$ cat src/rtl/bfpa_pkg.sv
`timescale 1ns / 1ps
package bfpa_pkg;

  localparam int OP_W    = 2;
  localparam int JOB_W   = 8;
  localparam int AMT_W   = 16;
  localparam int IDX_W   = 4;
  localparam int STAT_W  = 3;
  localparam int ADDR_W  = 16;
  localparam int TOTAL_W = 5;

  typedef enum logic [OP_W-1:0] {
    OP_APPEND  = 2'd0,
    OP_ALLOC   = 2'd1,
    OP_RELEASE = 2'd2,
    OP_READ    = 2'd3
  } op_t;

  typedef enum logic [STAT_W-1:0] {
    ST_OK        = 3'd0,
    ST_NO_FIT    = 3'd1,
    ST_NOT_FOUND = 3'd2,
    ST_FULL      = 3'd3,
    ST_OVERFLOW  = 3'd4
  } status_t;

  typedef enum logic [4:0] {
    S_IDLE,
    S_APP,
    S_RD_START,
    S_RD_MEM,
    S_RD_USE,
    S_AL_START,
    S_AL_SCAN,
    S_AL_USE,
    S_AL_DECIDE,
    S_AL_SHCHK,
    S_AL_SHUSE,
    S_AL_REM,
    S_AL_FRONT,
    S_RL_SCAN,
    S_RL_USE,
    S_RL_NXT,
    S_RL_NMEM,
    S_RL_NUSE,
    S_RL_D1CHK,
    S_RL_D1USE,
    S_RL_PRV,
    S_RL_PMEM,
    S_RL_PUSE,
    S_RL_D2CHK,
    S_RL_D2USE,
    S_RL_WR,
    S_FIN
  } state_t;

  typedef enum logic [2:0] {
    PTR_HOLD,
    PTR_ZERO,
    PTR_INC,
    PTR_DEC,
    PTR_IDX,
    PTR_CNT_M1,
    PTR_POS_P1,
    PTR_POS_M1
  } ptr_op_t;

  typedef enum logic [2:0] {
    WA_PTR_P1,
    WA_PTR_M1,
    WA_POS,
    WA_POS_P1,
    WA_CNT
  } wa_sel_t;

  typedef enum logic [2:0] {
    WD_COPY,
    WD_APPEND,
    WD_FRONT,
    WD_REMAIN,
    WD_FREE
  } wd_sel_t;

  typedef enum logic [2:0] {
    CUR_HOLD,
    CUR_RDATA,
    CUR_APPEND,
    CUR_FRONT,
    CUR_FREE,
    CUR_ADD_NEXT,
    CUR_ADD_PREV
  } cur_op_t;

  typedef enum logic [1:0] {
    POS_HOLD,
    POS_PTR,
    POS_DEC
  } pos_op_t;

  typedef struct packed {
    logic    load;
    ptr_op_t ptr_op;
    logic    wr_en;
    wa_sel_t wa_sel;
    wd_sel_t wd_sel;
    cur_op_t cur_op;
    pos_op_t pos_op;
    logic    found_clr;
    logic    found_set;
    logic    cnt_inc;
    logic    cnt_dec;
    logic    end_adv;
    logic    out_load;
    status_t out_status;
  } cmd_t;

  typedef struct packed {
    logic amt_zero;
    logic full;
    logic overflow;
    logic ptr_at_cnt;
    logic ptr_at_pos;
    logic pos_last;
    logic pos_zero;
    logic idx_bad;
    logic found;
    logic cand;
    logic match;
    logic exact;
    logic adj_next;
    logic adj_prev;
    logic out_free;
  } stat_t;

endpackage

$ cat src/rtl/bfpa_req_if.sv
`timescale 1ns / 1ps
interface bfpa_req_if;
  logic        valid;
  logic        ready;
  logic [1:0]  operation;
  logic [7:0]  job_id;
  logic [15:0] amount;
  logic [3:0]  entry_index;

  modport source (output valid, operation, job_id, amount, entry_index, input ready);
  modport sink (input valid, operation, job_id, amount, entry_index, output ready);
endinterface

$ cat src/rtl/bfpa_rsp_if.sv
`timescale 1ns / 1ps
interface bfpa_rsp_if;
  logic        valid;
  logic        ready;
  logic [2:0]  status;
  logic [15:0] address;
  logic [15:0] part_size;
  logic        is_allocated;
  logic [7:0]  owner_job;
  logic [15:0] requested;
  logic [4:0]  entry_total;

  modport source (output valid, status, address, part_size, is_allocated, owner_job,
                  requested, entry_total, input ready);
  modport sink (input valid, status, address, part_size, is_allocated, owner_job,
                requested, entry_total, output ready);
endinterface

$ cat src/rtl/bfpa_dpath.sv
`timescale 1ns / 1ps
module bfpa_dpath #(
  parameter int N  = 16,
  parameter int AW = 16,
  parameter int JB = 8
) (
  input  logic                               clk,
  input  logic                               rst,
  input  bfpa_pkg::cmd_t                     cmd,
  output bfpa_pkg::stat_t                    stat,
  input  logic [bfpa_pkg::JOB_W-1:0]         job_id,
  input  logic [bfpa_pkg::AMT_W-1:0]         amount,
  input  logic [bfpa_pkg::IDX_W-1:0]         entry_index,
  input  logic                               out_ready,
  output logic                               out_valid,
  output logic [bfpa_pkg::STAT_W-1:0]        status,
  output logic [bfpa_pkg::ADDR_W-1:0]        address,
  output logic [bfpa_pkg::ADDR_W-1:0]        part_size,
  output logic                               is_allocated,
  output logic [bfpa_pkg::JOB_W-1:0]         owner_job,
  output logic [bfpa_pkg::AMT_W-1:0]         requested,
  output logic [bfpa_pkg::TOTAL_W-1:0]       entry_total
);
  import bfpa_pkg::*;

  localparam int IW   = $clog2(N);
  localparam int CNTW = $clog2(N + 1);
  localparam int CW   = (AW > AMT_W) ? AW : AMT_W;
  localparam int XW   = (CNTW > IDX_W) ? CNTW : IDX_W;
  localparam logic [CW:0] ADDR_MAX = (CW + 1)'({AW{1'b1}});

  typedef struct packed {
    logic [AW-1:0]    start;
    logic [AW-1:0]    len;
    logic             busy;
    logic [JB-1:0]    owner;
    logic [AMT_W-1:0] req;
  } entry_t;

  entry_t           mem [N];
  entry_t           rdata;
  entry_t           cur;
  entry_t           wdata;
  entry_t           front_e;
  entry_t           remain_e;
  entry_t           append_e;
  entry_t           free_e;
  logic [AMT_W-1:0] amt_q;
  logic [JB-1:0]    job_q;
  logic [IDX_W-1:0] idx_q;
  logic [CNTW-1:0]  ptr;
  logic [IW-1:0]    pos;
  logic [CNTW-1:0]  count;
  logic [AW-1:0]    end_addr;
  logic             found;
  logic [IW-1:0]    wa;
  logic [CNTW-1:0]  ptr_p1;
  logic [CNTW-1:0]  ptr_m1;
  logic [CNTW-1:0]  pos_p1;
  logic [AW-1:0]    amt_aw;
  logic [AW-1:0]    cur_end;
  logic [AW-1:0]    rd_end;

  assign amt_aw  = AW'(amt_q);
  assign cur_end = cur.start + cur.len;
  assign rd_end  = rdata.start + rdata.len;
  assign ptr_p1  = ptr + CNTW'(1);
  assign ptr_m1  = ptr - CNTW'(1);
  assign pos_p1  = CNTW'(pos) + CNTW'(1);

  always_comb begin
    stat.amt_zero   = (amt_q == '0);
    stat.full       = (count == CNTW'(N));
    stat.overflow   = ((CW + 1)'(end_addr) + (CW + 1)'(amt_q)) > ADDR_MAX;
    stat.ptr_at_cnt = (ptr == count);
    stat.ptr_at_pos = (ptr == CNTW'(pos));
    stat.pos_last   = (pos_p1 == count);
    stat.pos_zero   = (pos == '0);
    stat.idx_bad    = (XW'(idx_q) >= XW'(count));
    stat.found      = found;
    stat.cand       = !rdata.busy && (CW'(rdata.len) >= CW'(amt_q)) &&
                      (!found || (rdata.len < cur.len));
    stat.match      = rdata.busy && (rdata.owner == job_q);
    stat.exact      = (CW'(cur.len) == CW'(amt_q));
    stat.adj_next   = !rdata.busy && (cur_end == rdata.start);
    stat.adj_prev   = !rdata.busy && (rd_end == cur.start);
    stat.out_free   = !out_valid || out_ready;
  end

  always_comb begin
    front_e        = cur;
    front_e.len    = amt_aw;
    front_e.busy   = 1'b1;
    front_e.owner  = job_q;
    front_e.req    = amt_q;
    remain_e       = '0;
    remain_e.start = cur.start + amt_aw;
    remain_e.len   = cur.len - amt_aw;
    append_e       = '0;
    append_e.start = end_addr;
    append_e.len   = amt_aw;
    free_e         = '0;
    free_e.start   = cur.start;
    free_e.len     = cur.len;
  end

  always_comb begin
    unique case (cmd.wd_sel)
      WD_COPY:   wdata = rdata;
      WD_APPEND: wdata = append_e;
      WD_FRONT:  wdata = front_e;
      WD_REMAIN: wdata = remain_e;
      WD_FREE:   wdata = free_e;
      default:   wdata = rdata;
    endcase
  end

  always_comb begin
    unique case (cmd.wa_sel)
      WA_PTR_P1: wa = ptr_p1[IW-1:0];
      WA_PTR_M1: wa = ptr_m1[IW-1:0];
      WA_POS:    wa = pos;
      WA_POS_P1: wa = pos_p1[IW-1:0];
      WA_CNT:    wa = count[IW-1:0];
      default:   wa = pos;
    endcase
  end

  // table with a write port at wa and a registered read port at ptr: one write and one registered read per cycle
  always_ff @(posedge clk) begin
    if (cmd.wr_en) begin
      mem[wa] <= wdata;
    end
    rdata <= mem[ptr[IW-1:0]];
  end

  always_ff @(posedge clk) begin
    if (cmd.load) begin
      amt_q <= amount;
      job_q <= JB'(job_id);
      idx_q <= entry_index;
    end
    unique case (cmd.cur_op)
      CUR_HOLD:     cur <= cur;
      CUR_RDATA:    cur <= rdata;
      CUR_APPEND:   cur <= append_e;
      CUR_FRONT:    cur <= front_e;
      CUR_FREE:     cur <= free_e;
      CUR_ADD_NEXT: cur.len <= cur.len + rdata.len;
      CUR_ADD_PREV: begin
        cur.start <= rdata.start;
        cur.len   <= rdata.len + cur.len;
      end
      default:      cur <= cur;
    endcase
    unique case (cmd.pos_op)
      POS_HOLD: pos <= pos;
      POS_PTR:  pos <= ptr[IW-1:0];
      POS_DEC:  pos <= pos - IW'(1);
      default:  pos <= pos;
    endcase
  end

  always_ff @(posedge clk) begin
    if (rst) begin
      ptr      <= '0;
      count    <= '0;
      end_addr <= '0;
      found    <= 1'b0;
    end else begin
      unique case (cmd.ptr_op)
        PTR_HOLD:   ptr <= ptr;
        PTR_ZERO:   ptr <= '0;
        PTR_INC:    ptr <= ptr_p1;
        PTR_DEC:    ptr <= ptr_m1;
        PTR_IDX:    ptr <= CNTW'(idx_q);
        PTR_CNT_M1: ptr <= count - CNTW'(1);
        PTR_POS_P1: ptr <= pos_p1;
        PTR_POS_M1: ptr <= CNTW'(pos) - CNTW'(1);
        default:    ptr <= ptr;
      endcase
      if (cmd.cnt_inc) begin
        count <= count + CNTW'(1);
      end else if (cmd.cnt_dec) begin
        count <= count - CNTW'(1);
      end
      if (cmd.end_adv) begin
        end_addr <= end_addr + amt_aw;
      end
      if (cmd.found_clr) begin
        found <= 1'b0;
      end else if (cmd.found_set) begin
        found <= 1'b1;
      end
    end
  end

  always_ff @(posedge clk) begin
    if (rst) begin
      out_valid <= 1'b0;
    end else if (cmd.out_load) begin
      out_valid <= 1'b1;
    end else if (out_ready) begin
      out_valid <= 1'b0;
    end
  end

  always_ff @(posedge clk) begin
    if (cmd.out_load) begin
      status      <= cmd.out_status;
      entry_total <= TOTAL_W'(count);
      if (cmd.out_status == ST_OK) begin
        address      <= ADDR_W'(cur.start);
        part_size    <= ADDR_W'(cur.len);
        is_allocated <= cur.busy;
        owner_job    <= JOB_W'(cur.owner);
        requested    <= cur.req;
      end else begin
        address      <= '0;
        part_size    <= '0;
        is_allocated <= 1'b0;
        owner_job    <= '0;
        requested    <= '0;
      end
    end
  end

  a_count_bound: assert property (@(posedge clk) disable iff (rst) count <= CNTW'(N))
    else $error("entry count beyond table size");
  a_no_grow_full: assert property (@(posedge clk) disable iff (rst)
    cmd.cnt_inc |-> !stat.full)
    else $error("table grows while full");
  a_shrink: assert property (@(posedge clk) disable iff (rst)
    cmd.cnt_dec |=> count == $past(count) - CNTW'(1))
    else $error("entry count did not drop by one");
  a_out_free: assert property (@(posedge clk) disable iff (rst)
    cmd.out_load |-> stat.out_free)
    else $error("result overwrites one not yet taken");

endmodule

$ cat src/rtl/bfpa_ctrl.sv
`timescale 1ns / 1ps
module bfpa_ctrl (
  input  logic            clk,
  input  logic            rst,
  input  logic            req_valid,
  input  bfpa_pkg::op_t   req_op,
  output logic            req_ready,
  input  bfpa_pkg::stat_t stat,
  output bfpa_pkg::cmd_t  cmd
);
  import bfpa_pkg::*;

  state_t  state;
  state_t  state_next;
  status_t res;
  status_t res_next;

  always_ff @(posedge clk) begin
    if (rst) begin
      state <= S_IDLE;
      res   <= ST_OK;
    end else begin
      state <= state_next;
      res   <= res_next;
    end
  end

  always_comb begin
    state_next = state;
    res_next   = res;
    cmd        = '0;
    req_ready  = 1'b0;
    unique case (state)
      S_IDLE: begin
        req_ready = 1'b1;
        if (req_valid) begin
          cmd.load      = 1'b1;
          cmd.ptr_op    = PTR_ZERO;
          cmd.found_clr = 1'b1;
          unique case (req_op)
            OP_APPEND:  state_next = S_APP;
            OP_ALLOC:   state_next = S_AL_START;
            OP_RELEASE: state_next = S_RL_SCAN;
            OP_READ:    state_next = S_RD_START;
            default:    state_next = S_IDLE;
          endcase
        end
      end
      S_APP: begin
        state_next = S_FIN;
        priority if (stat.amt_zero) begin
          res_next = ST_NO_FIT;
        end else if (stat.full) begin
          res_next = ST_FULL;
        end else if (stat.overflow) begin
          res_next = ST_OVERFLOW;
        end else begin
          cmd.wr_en   = 1'b1;
          cmd.wa_sel  = WA_CNT;
          cmd.wd_sel  = WD_APPEND;
          cmd.cur_op  = CUR_APPEND;
          cmd.cnt_inc = 1'b1;
          cmd.end_adv = 1'b1;
          res_next    = ST_OK;
        end
      end
      S_RD_START: begin
        if (stat.idx_bad) begin
          res_next   = ST_NO_FIT;
          state_next = S_FIN;
        end else begin
          cmd.ptr_op = PTR_IDX;
          state_next = S_RD_MEM;
        end
      end
      S_RD_MEM: state_next = S_RD_USE;
      S_RD_USE: begin
        cmd.cur_op = CUR_RDATA;
        res_next   = ST_OK;
        state_next = S_FIN;
      end
      S_AL_START: begin
        if (stat.amt_zero) begin
          res_next   = ST_NO_FIT;
          state_next = S_FIN;
        end else begin
          state_next = S_AL_SCAN;
        end
      end
      S_AL_SCAN: begin
        state_next = stat.ptr_at_cnt ? S_AL_DECIDE : S_AL_USE;
      end
      S_AL_USE: begin
        if (stat.cand) begin
          cmd.cur_op    = CUR_RDATA;
          cmd.pos_op    = POS_PTR;
          cmd.found_set = 1'b1;
        end
        cmd.ptr_op = PTR_INC;
        state_next = S_AL_SCAN;
      end
      S_AL_DECIDE: begin
        priority if (!stat.found) begin
          res_next   = ST_NO_FIT;
          state_next = S_FIN;
        end else if (stat.exact) begin
          cmd.wr_en  = 1'b1;
          cmd.wa_sel = WA_POS;
          cmd.wd_sel = WD_FRONT;
          cmd.cur_op = CUR_FRONT;
          res_next   = ST_OK;
          state_next = S_FIN;
        end else if (stat.full) begin
          res_next   = ST_FULL;
          state_next = S_FIN;
        end else begin
          cmd.ptr_op = PTR_CNT_M1;
          state_next = S_AL_SHCHK;
        end
      end
      // open a slot after the best entry, moving the tail up from the top
      S_AL_SHCHK: begin
        state_next = stat.ptr_at_pos ? S_AL_REM : S_AL_SHUSE;
      end
      S_AL_SHUSE: begin
        cmd.wr_en  = 1'b1;
        cmd.wa_sel = WA_PTR_P1;
        cmd.wd_sel = WD_COPY;
        cmd.ptr_op = PTR_DEC;
        state_next = S_AL_SHCHK;
      end
      S_AL_REM: begin
        cmd.wr_en  = 1'b1;
        cmd.wa_sel = WA_POS_P1;
        cmd.wd_sel = WD_REMAIN;
        state_next = S_AL_FRONT;
      end
      S_AL_FRONT: begin
        cmd.wr_en   = 1'b1;
        cmd.wa_sel  = WA_POS;
        cmd.wd_sel  = WD_FRONT;
        cmd.cur_op  = CUR_FRONT;
        cmd.cnt_inc = 1'b1;
        res_next    = ST_OK;
        state_next  = S_FIN;
      end
      S_RL_SCAN: begin
        if (stat.ptr_at_cnt) begin
          res_next   = ST_NOT_FOUND;
          state_next = S_FIN;
        end else begin
          state_next = S_RL_USE;
        end
      end
      S_RL_USE: begin
        if (stat.match) begin
          cmd.cur_op = CUR_RDATA;
          cmd.pos_op = POS_PTR;
          state_next = S_RL_NXT;
        end else begin
          cmd.ptr_op = PTR_INC;
          state_next = S_RL_SCAN;
        end
      end
      S_RL_NXT: begin
        if (stat.pos_last) begin
          state_next = S_RL_PRV;
        end else begin
          cmd.ptr_op = PTR_POS_P1;
          state_next = S_RL_NMEM;
        end
      end
      S_RL_NMEM: state_next = S_RL_NUSE;
      S_RL_NUSE: begin
        if (stat.adj_next) begin
          cmd.cur_op = CUR_ADD_NEXT;
          cmd.ptr_op = PTR_INC;
          state_next = S_RL_D1CHK;
        end else begin
          state_next = S_RL_PRV;
        end
      end
      // drop the absorbed entry: pull the tail down by one place
      S_RL_D1CHK: begin
        if (stat.ptr_at_cnt) begin
          cmd.cnt_dec = 1'b1;
          state_next  = S_RL_PRV;
        end else begin
          state_next = S_RL_D1USE;
        end
      end
      S_RL_D1USE: begin
        cmd.wr_en  = 1'b1;
        cmd.wa_sel = WA_PTR_M1;
        cmd.wd_sel = WD_COPY;
        cmd.ptr_op = PTR_INC;
        state_next = S_RL_D1CHK;
      end
      S_RL_PRV: begin
        if (stat.pos_zero) begin
          state_next = S_RL_WR;
        end else begin
          cmd.ptr_op = PTR_POS_M1;
          state_next = S_RL_PMEM;
        end
      end
      S_RL_PMEM: state_next = S_RL_PUSE;
      S_RL_PUSE: begin
        if (stat.adj_prev) begin
          cmd.cur_op = CUR_ADD_PREV;
          cmd.ptr_op = PTR_POS_P1;
          cmd.pos_op = POS_DEC;
          state_next = S_RL_D2CHK;
        end else begin
          state_next = S_RL_WR;
        end
      end
      S_RL_D2CHK: begin
        if (stat.ptr_at_cnt) begin
          cmd.cnt_dec = 1'b1;
          state_next  = S_RL_WR;
        end else begin
          state_next = S_RL_D2USE;
        end
      end
      S_RL_D2USE: begin
        cmd.wr_en  = 1'b1;
        cmd.wa_sel = WA_PTR_M1;
        cmd.wd_sel = WD_COPY;
        cmd.ptr_op = PTR_INC;
        state_next = S_RL_D2CHK;
      end
      S_RL_WR: begin
        cmd.wr_en  = 1'b1;
        cmd.wa_sel = WA_POS;
        cmd.wd_sel = WD_FREE;
        cmd.cur_op = CUR_FREE;
        res_next   = ST_OK;
        state_next = S_FIN;
      end
      // hold until the output register can take the result
      S_FIN: begin
        cmd.out_status = res;
        if (stat.out_free) begin
          cmd.out_load = 1'b1;
          state_next   = S_IDLE;
        end
      end
      default: state_next = S_IDLE;
    endcase
  end

endmodule

$ cat src/rtl/best_fit_partition_allocator_top.sv
`timescale 1ns / 1ps
// Best-fit partition allocator. The partition table lives in a memory with a
// write port and a registered read port, and a controller walks it one entry
// at a time, so cost grows with the table fill n. Append checks the amount, the
// fill and the address space and writes at the end; read checks the index, then
// reads that entry. Allocate scans every entry for the search (a zero amount is
// refused at once), and a split moves each later entry up one place, then writes
// the remainder and the front part. Release scans for the job's entry, checks
// the next and the previous neighbor, and for each merge pulls every later
// entry down one place. One item is in work at a time; the result sits in an
// output register, and the next item is taken once the result is loaded there.
module best_fit_partition_allocator_top #(
  parameter int TABLE_ENTRIES = 16,
  parameter int ADDRESS_BITS  = 16,
  parameter int JOB_BITS      = 8
) (
  input logic         clk,
  input logic         rst,
  bfpa_req_if.sink    req,
  bfpa_rsp_if.source  rsp
);
  import bfpa_pkg::*;

  cmd_t  cmd;
  stat_t stat;

  bfpa_ctrl u_ctrl (
    .clk       (clk),
    .rst       (rst),
    .req_valid (req.valid),
    .req_op    (op_t'(req.operation)),
    .req_ready (req.ready),
    .stat      (stat),
    .cmd       (cmd)
  );

  bfpa_dpath #(
    .N  (TABLE_ENTRIES),
    .AW (ADDRESS_BITS),
    .JB (JOB_BITS)
  ) u_dpath (
    .clk          (clk),
    .rst          (rst),
    .cmd          (cmd),
    .stat         (stat),
    .job_id       (req.job_id),
    .amount       (req.amount),
    .entry_index  (req.entry_index),
    .out_ready    (rsp.ready),
    .out_valid    (rsp.valid),
    .status       (rsp.status),
    .address      (rsp.address),
    .part_size    (rsp.part_size),
    .is_allocated (rsp.is_allocated),
    .owner_job    (rsp.owner_job),
    .requested    (rsp.requested),
    .entry_total  (rsp.entry_total)
  );

endmodule

$ cat src/flat_wrapper.sv
// flat-port wrapper written by rule: the top's interface ports become plain ports
module best_fit_partition_allocator_top_flat import bfpa_pkg::*;
#(
  parameter int TABLE_ENTRIES = 16,
  parameter int ADDRESS_BITS  = 16,
  parameter int JOB_BITS      = 8
)
  (clk, rst, req_valid, req_operation, req_job_id, req_amount, req_entry_index, req_ready, rsp_valid, rsp_status, rsp_address, rsp_part_size, rsp_is_allocated, rsp_owner_job, rsp_requested, rsp_entry_total, rsp_ready);
  bfpa_req_if req_i ();
  bfpa_rsp_if rsp_i ();
  input logic clk;
  input logic rst;
  input wire logic [$bits(req_i.valid)-1:0] req_valid;
  input wire logic [$bits(req_i.operation)-1:0] req_operation;
  input wire logic [$bits(req_i.job_id)-1:0] req_job_id;
  input wire logic [$bits(req_i.amount)-1:0] req_amount;
  input wire logic [$bits(req_i.entry_index)-1:0] req_entry_index;
  output wire logic [$bits(req_i.ready)-1:0] req_ready;
  output wire logic [$bits(rsp_i.valid)-1:0] rsp_valid;
  output wire logic [$bits(rsp_i.status)-1:0] rsp_status;
  output wire logic [$bits(rsp_i.address)-1:0] rsp_address;
  output wire logic [$bits(rsp_i.part_size)-1:0] rsp_part_size;
  output wire logic [$bits(rsp_i.is_allocated)-1:0] rsp_is_allocated;
  output wire logic [$bits(rsp_i.owner_job)-1:0] rsp_owner_job;
  output wire logic [$bits(rsp_i.requested)-1:0] rsp_requested;
  output wire logic [$bits(rsp_i.entry_total)-1:0] rsp_entry_total;
  input wire logic [$bits(rsp_i.ready)-1:0] rsp_ready;
  assign req_i.valid = req_valid;
  assign req_i.operation = req_operation;
  assign req_i.job_id = req_job_id;
  assign req_i.amount = req_amount;
  assign req_i.entry_index = req_entry_index;
  assign req_ready = req_i.ready;
  assign rsp_valid = rsp_i.valid;
  assign rsp_status = rsp_i.status;
  assign rsp_address = rsp_i.address;
  assign rsp_part_size = rsp_i.part_size;
  assign rsp_is_allocated = rsp_i.is_allocated;
  assign rsp_owner_job = rsp_i.owner_job;
  assign rsp_requested = rsp_i.requested;
  assign rsp_entry_total = rsp_i.entry_total;
  assign rsp_i.ready = rsp_ready;
  best_fit_partition_allocator_top #(.TABLE_ENTRIES(TABLE_ENTRIES), .ADDRESS_BITS(ADDRESS_BITS), .JOB_BITS(JOB_BITS)) u_core (.clk(clk), .rst(rst), .req(req_i), .rsp(rsp_i));
endmodule
$ cat config.mk
export PLATFORM = sky130hd
export DESIGN_NAME = best_fit_partition_allocator_top_flat
export DESIGN_NICKNAME = d
export VERILOG_FILES = /design/src/rtl/bfpa_pkg.sv /design/src/rtl/bfpa_req_if.sv /design/src/rtl/bfpa_rsp_if.sv /design/src/rtl/bfpa_dpath.sv /design/src/rtl/bfpa_ctrl.sv /design/src/rtl/best_fit_partition_allocator_top.sv /design/src/flat_wrapper.sv
export SDC_FILE = /design/constraint.sdc
export NUM_CORES = 2
export LEC_CHECK = 0
export BUFFER_PORTS_ARGS = -buffer_cell sky130_fd_sc_hd__buf_2
export CAP_MARGIN = 25
export CORE_ASPECT_RATIO = 0.8
export CORE_MARGIN = 2
export CORE_UTILIZATION = 40
export CTS_CLUSTER_SIZE = 10
export DETAILED_ROUTE_END_ITERATION = 8
export PLACE_DENSITY_LB_ADDON = 0.3
export SLEW_MARGIN = 20
export SYNTH_ARGS = -nofsm -noshare
export SYNTH_HDL_FRONTEND = slang
export SYNTH_SLANG_ARGS = --single-unit
$ cat constraint.sdc
create_clock -name clk -period 5.97 [get_ports clk]
set_input_delay 1.194 -clock clk [delete_from_list [all_inputs] [get_ports clk]]
set_output_delay 1.194 -clock clk [all_outputs]
set_load 0.005 [all_outputs]
Word level (Yosys, flattened, before mapping) --
Memories as Yosys holds them, arrays and structs flattened. A register that Yosys moved wholly into a read port is not among the register bits. Cells that the tools add are included. W data, S select, Z words.
Cells by class: add/subtract/negate cells 14, magnitude comparators 4, equality and inequality tests 65, mux-type cells 79, reductions and logical operators 36
Operator list (count):
- $pmux W57 S4 | 1
- $pmux W5 S24 | 1
- $add A16 B16 Y16 | 5
- $pmux W25 S3 | 1
- $mux W3 | 21
- $eq A5 B5 Y1 const B | 12
- $mux W5 | 11
- $pmux W7 S7 | 1
- $eq A16 B16 Y1 | 3
- $pmux W16 S3 | 1
- $eq A5 B4 Y1 const B | 8
- $mux W10 | 4
- $pmux W5 S7 | 1
- $pmux W16 S2 | 1
- $pmux W3 S10 | 1
- $eq A3 B3 Y1 const B | 9
- $pmux W3 S9 | 1
- $eq A3 B2 Y1 const B | 7
- $eq A5 B3 Y1 const B | 4
- $mux W4 | 5
- $pmux W5 S4 | 1
- $mux W1 | 19
- $pmux W3 S6 | 1
- $add A16 B16 Y17 | 1
- 43 further kinds | 78
Word-level totals: register bits after elaboration 190, memory bits (writable) 912, bits of input ports 34, output and inout bits 67, logic and storage cells 222, memories 1
Memories:
- u_core.u_dpath.mem | words 16, bits a word 57, read ports 1, clocked after memory_dff 1, write ports 1, RTL line bfpa_dpath.sv:40 | entry_t mem [N];

Logic depth before layout (Yosys ltp) --
depth in word-level cells 9, depth in mapped cells 15, gate-level depth less buffers 14

By module --
Synthesis repeated with hierarchy kept, for this count alone.
Second synthesis, totals: cells, all modules 3213, area, all modules 51906.0 sq um
By module, submodules not included:
- bfpa_dpath | times used 1, cells each 2989, area each 50444.6 sq um, seq. area each 33712.3 sq um
- bfpa_ctrl | times used 1, cells each 224, area each 1461.4 sq um, seq. area each 160.2 sq um

Worst setup path before layout --
OpenSTA, ideal clock, no wires.
kind reg-to-reg, from reg u_core.u_dpath.amt_q[0] (netlist: u_core.u_dpath.amt_aw[0]), to mem u_core.u_dpath.mem[4][0] (netlist bit), enable pin, setup time 472 ps, data arrival time 5811 ps, required time 5498 ps, path slack -313 ps, cell stages (with the launch flop) 14, path buffers 1, period minus slack after synthesis 6283 ps, cells stage by stage edfxtp_1 ha_1 fa_1 a21o_1 a21o_1 a2111oi_0 nor3_1 o31ai_1 nand3b_1 buf_2 mux2i_1 o21ai_0 nand2_1 nor2_1
On the way: longest elaborated chain between the ends 8, elaborated cells between the ends (all ways) 17, those cells by class add/sub: 1; order compare: 1; eq/ne: 4; mux: 9; reduce/logical: 2
Ends and longest elaborated chain:
- from (decl) | RTL line bfpa_dpath.sv:48 | logic [AMT_W-1:0] amt_q;
- from (signal assigned) | RTL line bfpa_dpath.sv:139 | amt_q <= amount;
- $add A16 B16 Y17 | RTL line bfpa_dpath.sv:74 | stat.overflow = ((CW + 1)'(end_addr) + (CW + 1)'(amt_q)) > ADDR_MAX;
- $gt A17 B16 Y1 | RTL line bfpa_dpath.sv:74
- $mux W10 | RTL line bfpa_ctrl.sv:55 | end else if (stat.overflow) begin
- $mux W10 | RTL line bfpa_ctrl.sv:53 | end else if (stat.full) begin
- $mux W10 | RTL line bfpa_ctrl.sv:51 | priority if (stat.amt_zero) begin
- $pmux W7 S7 (*) | RTL line bfpa_ctrl.sv:33 | unique case (state)
- $eq A3 B3 Y1 (tied with other cells) | RTL line bfpa_dpath.sv:119 | unique case (cmd.wa_sel)
- $pmux W4 S4 / $mux W1 (equally long branches) | RTL line bfpa_dpath.sv:119, bfpa_dpath.sv:132
- to (decl) | RTL line bfpa_dpath.sv:40
Every way passes the cells marked *; elsewhere a longest branch is shown, timed or not.

==> flow_summary.ini <==
[status]
status = finished clean

[worst_setup_path]
cp.arrival_ns = 5.66
reg2reg_to = u_core.u_dpath.mem[7][40]
reg2reg_slack_ns = 0.79
reg2regPathDepth = 14
slowest_delay_ns = 0.75
critPathLaunchType = flip-flop
worst-setup-path-type = flip-flop to flip-flop
cp_slowest_cell = a2111oi_0
path_max_fanout = 25
required_ns = 6.44
endpoint_kind = flip-flop
crit_start = u_core.u_dpath.amt_aw[0]
crit_chain = ha_1 > fa_1 > a21o_1 > a21o_1 > a2111oi_0 > nor3_1 > o31ai_1 > nand3b_1 > buf_4 > nand2_1 > buf_4 > nor2_1 > a31oi_1 > a311o_1
r2r_start = u_core.u_dpath.amt_aw[0]

[worst_hold_path]
hold_start = u_core.u_ctrl.res[0]
hold_path_class = flip-flop to flip-flop
hold_end = u_core.u_ctrl.res[0]
holdPathStages = 2

[clock_tree]
post_cts_buffers = 0
clk_latency_ns = 0.79
cts-resized-gates = 0
htreeDepth = 4
ctsLongestPathBuffers = 3
path_clk_slew_ns = 0.06
cts_buffers = 136
hold_buffers = 0
cts-root-buf = clkbuf_16
cts_sinks = 1159
cts_tree = yes

[place]
dpl.hpwl_um = 89220
place_inst = 4745
io_buffer_count = 100
dpl_worst_slack_ns = 0.9041
routabilityCongestion = 0.9459

[power_and_ir_drop]
p_leak_nw = 19.30
power_w = 0.03221
max-vdd-ir-drop_mv = 0.3204
cellPowerDensity_nw_per_um2 = 552.3

[floorplan]
start_util_pct = 40.46
rows = 116
fp.dieW_um = 402.2
io_pins = 101
core_um2 = 125400
dieArea_um2 = 129700
fp.dieH_um = 322.6

[synthesis]
yosysUniqueCellTypes = 81
synth_most_common_cell = edfxtp_1
syn_avg_cell_area_um2 = 16.84
ys_dominant_reg_cell = edfxtp_1
ys_warn_count = 0
ys_seq_area_share_pct = 66.76
synth_nets = 3190
synth_top_area_cell = edfxtp_1
async_reset_ff_share_pct = 0
synth_edf_count = 1066
synth_area_um2 = 50740
synth_area_leaders = edfxtp_1 (63%), mux4_2 (13%), dfxtp_1 (3.7%)
syn-instance-count = 3013
yosysTopAreaCellShare_pct = 63.09
ys_ff_latch = 1159
synth_common_cells = edfxtp_1 (1066), mux4_2 (285), nor2_1 (157)

[drt]
antenna_left = 0
vias = 29818
top_layer = met5
firstDrtPassIters = 8
avgRoutedWirePerCell_um = 28.18
met3_length_um = 13440
drt-initial-drc-count = 3726
viasPerCell = 5.976
drt-met1-wl_um = 64270
finalWirelength_um = 140600
drcViolationCount = 0
routed-wl-met2_um = 59620

[grt]
antenna_found_initial = 1
grt_max_degree = 117
overflow = 0
grt_first_pass_wirelength_um = 204400
grt_pass1_vias = 28709
grtUsageTotal_pct = 21.68

[timing]
setup_viol = 0
fin_crit_ns = 5.184
period_share_pct = 86.83
worst_hold_slack_ns = 0.4838
worst-slew-pin-transition_ns = 1.198
rsz0062_at_grt = false
slew_viol_final = 0
relSlewSlack_pct = 19.71
max_freq_mhz = 192.9
fin_ws_ns = 0.7860
hold_violations = 0
skew_ns = 0.05244

[job]
maxCapViolCount = 0

[final_layout]
syn2layout_area_growth_pct = 14.96
fillCellCount = 10764
postLayoutCoreUtil_pct = 46.51
layoutNonFillerInstCount = 4990
regArea_um2 = 33890
drive_gt1_share_pct = 22.33
multi_input_area_um2 = 16200
final_nets = 3411
## per-stage QoR
stage	instance area, um2	TNS [ns]
2_1_floorplan	50740	-238.54
3_3_place_gp	54090	0
3_5_place_dp	54130	0
4_1_cts	58260	0
5_1_grt	58330	0
6_report	58330	0
## routing by layer
| layer | track usage [%] | up-vias |
|---|---|---|
| met2 | 30.39 | 1481 |
| met3 | 4.537 | 206 |
| met4 | 6.449 | 2 |
| met5 | 0 | - |
| met1 | 33.74 | 15527 |
| li1 | - | 12602 |
## power breakdown
| group | internal (W) | total (W) | leakage (nW) | switching, W |
|---|---|---|---|---|
| registers | 0.0116 | 0.0128 | 10.4 | 0.00118 |
| logic | 0.00460 | 0.0117 | 6.95 | 0.00714 |
| clock network | 0.00437 | 0.00770 | 1.95 | 0.00333 |
## worst max-delay path: cells and delay by family (launching register included)
kind | cells | cell delay, ns
flip-flops | 1 | 0.39
AND/OR/NAND/NOR | 4 | 0.94
adder cells (fa/ha/maj) | 2 | 0.66
AO/OA/AOI/OAI | 6 | 2.23
buffers and inverters | 2 | 0.66
## how the worst max path moves through the flow
| stage | endpoint | slack (ns) | cells past startpoint |
|---|---|---|---|
| 3_3_place_gp | u_core.u_dpath.mem[10][43] | 0.77 | 12 |
| 2_1_floorplan | u_core.u_dpath.mem[4][0] | -0.31 | 13 |
| 5_1_grt | u_core.u_dpath.mem[10][40] | 0.39 | 14 |
| 4_1_cts | u_core.u_dpath.mem[6][38] | 0.90 | 13 |
| 6_report | u_core.u_dpath.mem[7][40] | 0.79 | 14 |
| 3_5_place_dp | u_core.u_dpath.mem[15][42] | 0.90 | 12 |
## logic make-up (layout without fill, tap and decap cells)
family                   count (synthesis)  count (layout)  synth area share, %
AO/OA/AOI/OAI                          472             472                6.550
AND/OR/NAND/NOR                        557             557                5.401
XOR/XNOR                               131             131                2.345
buffers and inverters                  218             542                1.689
flip-flops                            1159            1159                66.76
adder cells (fa/ha/maj)                143             143                3.615
multiplexers                           333             333                13.64
other                                    0               1                    0
## layout by cell type, fill, tap and decap left out, types with 87 or more instances in the layout
cell,instances
ha_1,137
dfxtp_1,89
buf_4,107
xnor2_1,87
mux4_2,285
clkbuf_16,136
edfxtp_1,1066
nand2_1,122
nor2_1,136
a21oi_1,113
buf_2,100
## cell type report
type | count | share of cell area [%]
clock buffer | 220 | 6.375
clock inverter | 21 | 0.7207
multi-input combinational | 1636 | 27.78
inverter | 72 | 0.4633
tap | 1652 | 3.544
sequential | 1159 | 58.10
timing repair buffer | 229 | 3.016
antenna | 1 | 0.004290
## registers in the layout, summed over array words and instances (netlist names)
register / cells
u_core.u_dpath.count: 5
u_core.u_dpath.end_addr: 16
u_core.u_dpath.is_allocated: 1
u_core.u_dpath.found: 1
u_core.u_dpath.pos: 4
u_core.u_dpath.mem: 912
u_core.u_ctrl.state: 5
u_core.u_dpath.part_size: 16
u_core.u_dpath.rdata: 57
u_core.u_dpath.job_q: 8
u_core.u_dpath.amt_aw: 16
u_core.u_dpath.address: 16
u_core.u_dpath.out_valid: 1
u_core.u_dpath.status: 3
u_core.u_dpath.idx_q: 4
u_core.u_ctrl.res: 3
u_core.u_dpath.ptr: 5
u_core.u_dpath.cur: 57
u_core.u_dpath.owner_job: 8
u_core.u_dpath.requested: 16
u_core.u_dpath.entry_total: 5
(Power assumes the default switching activity.)
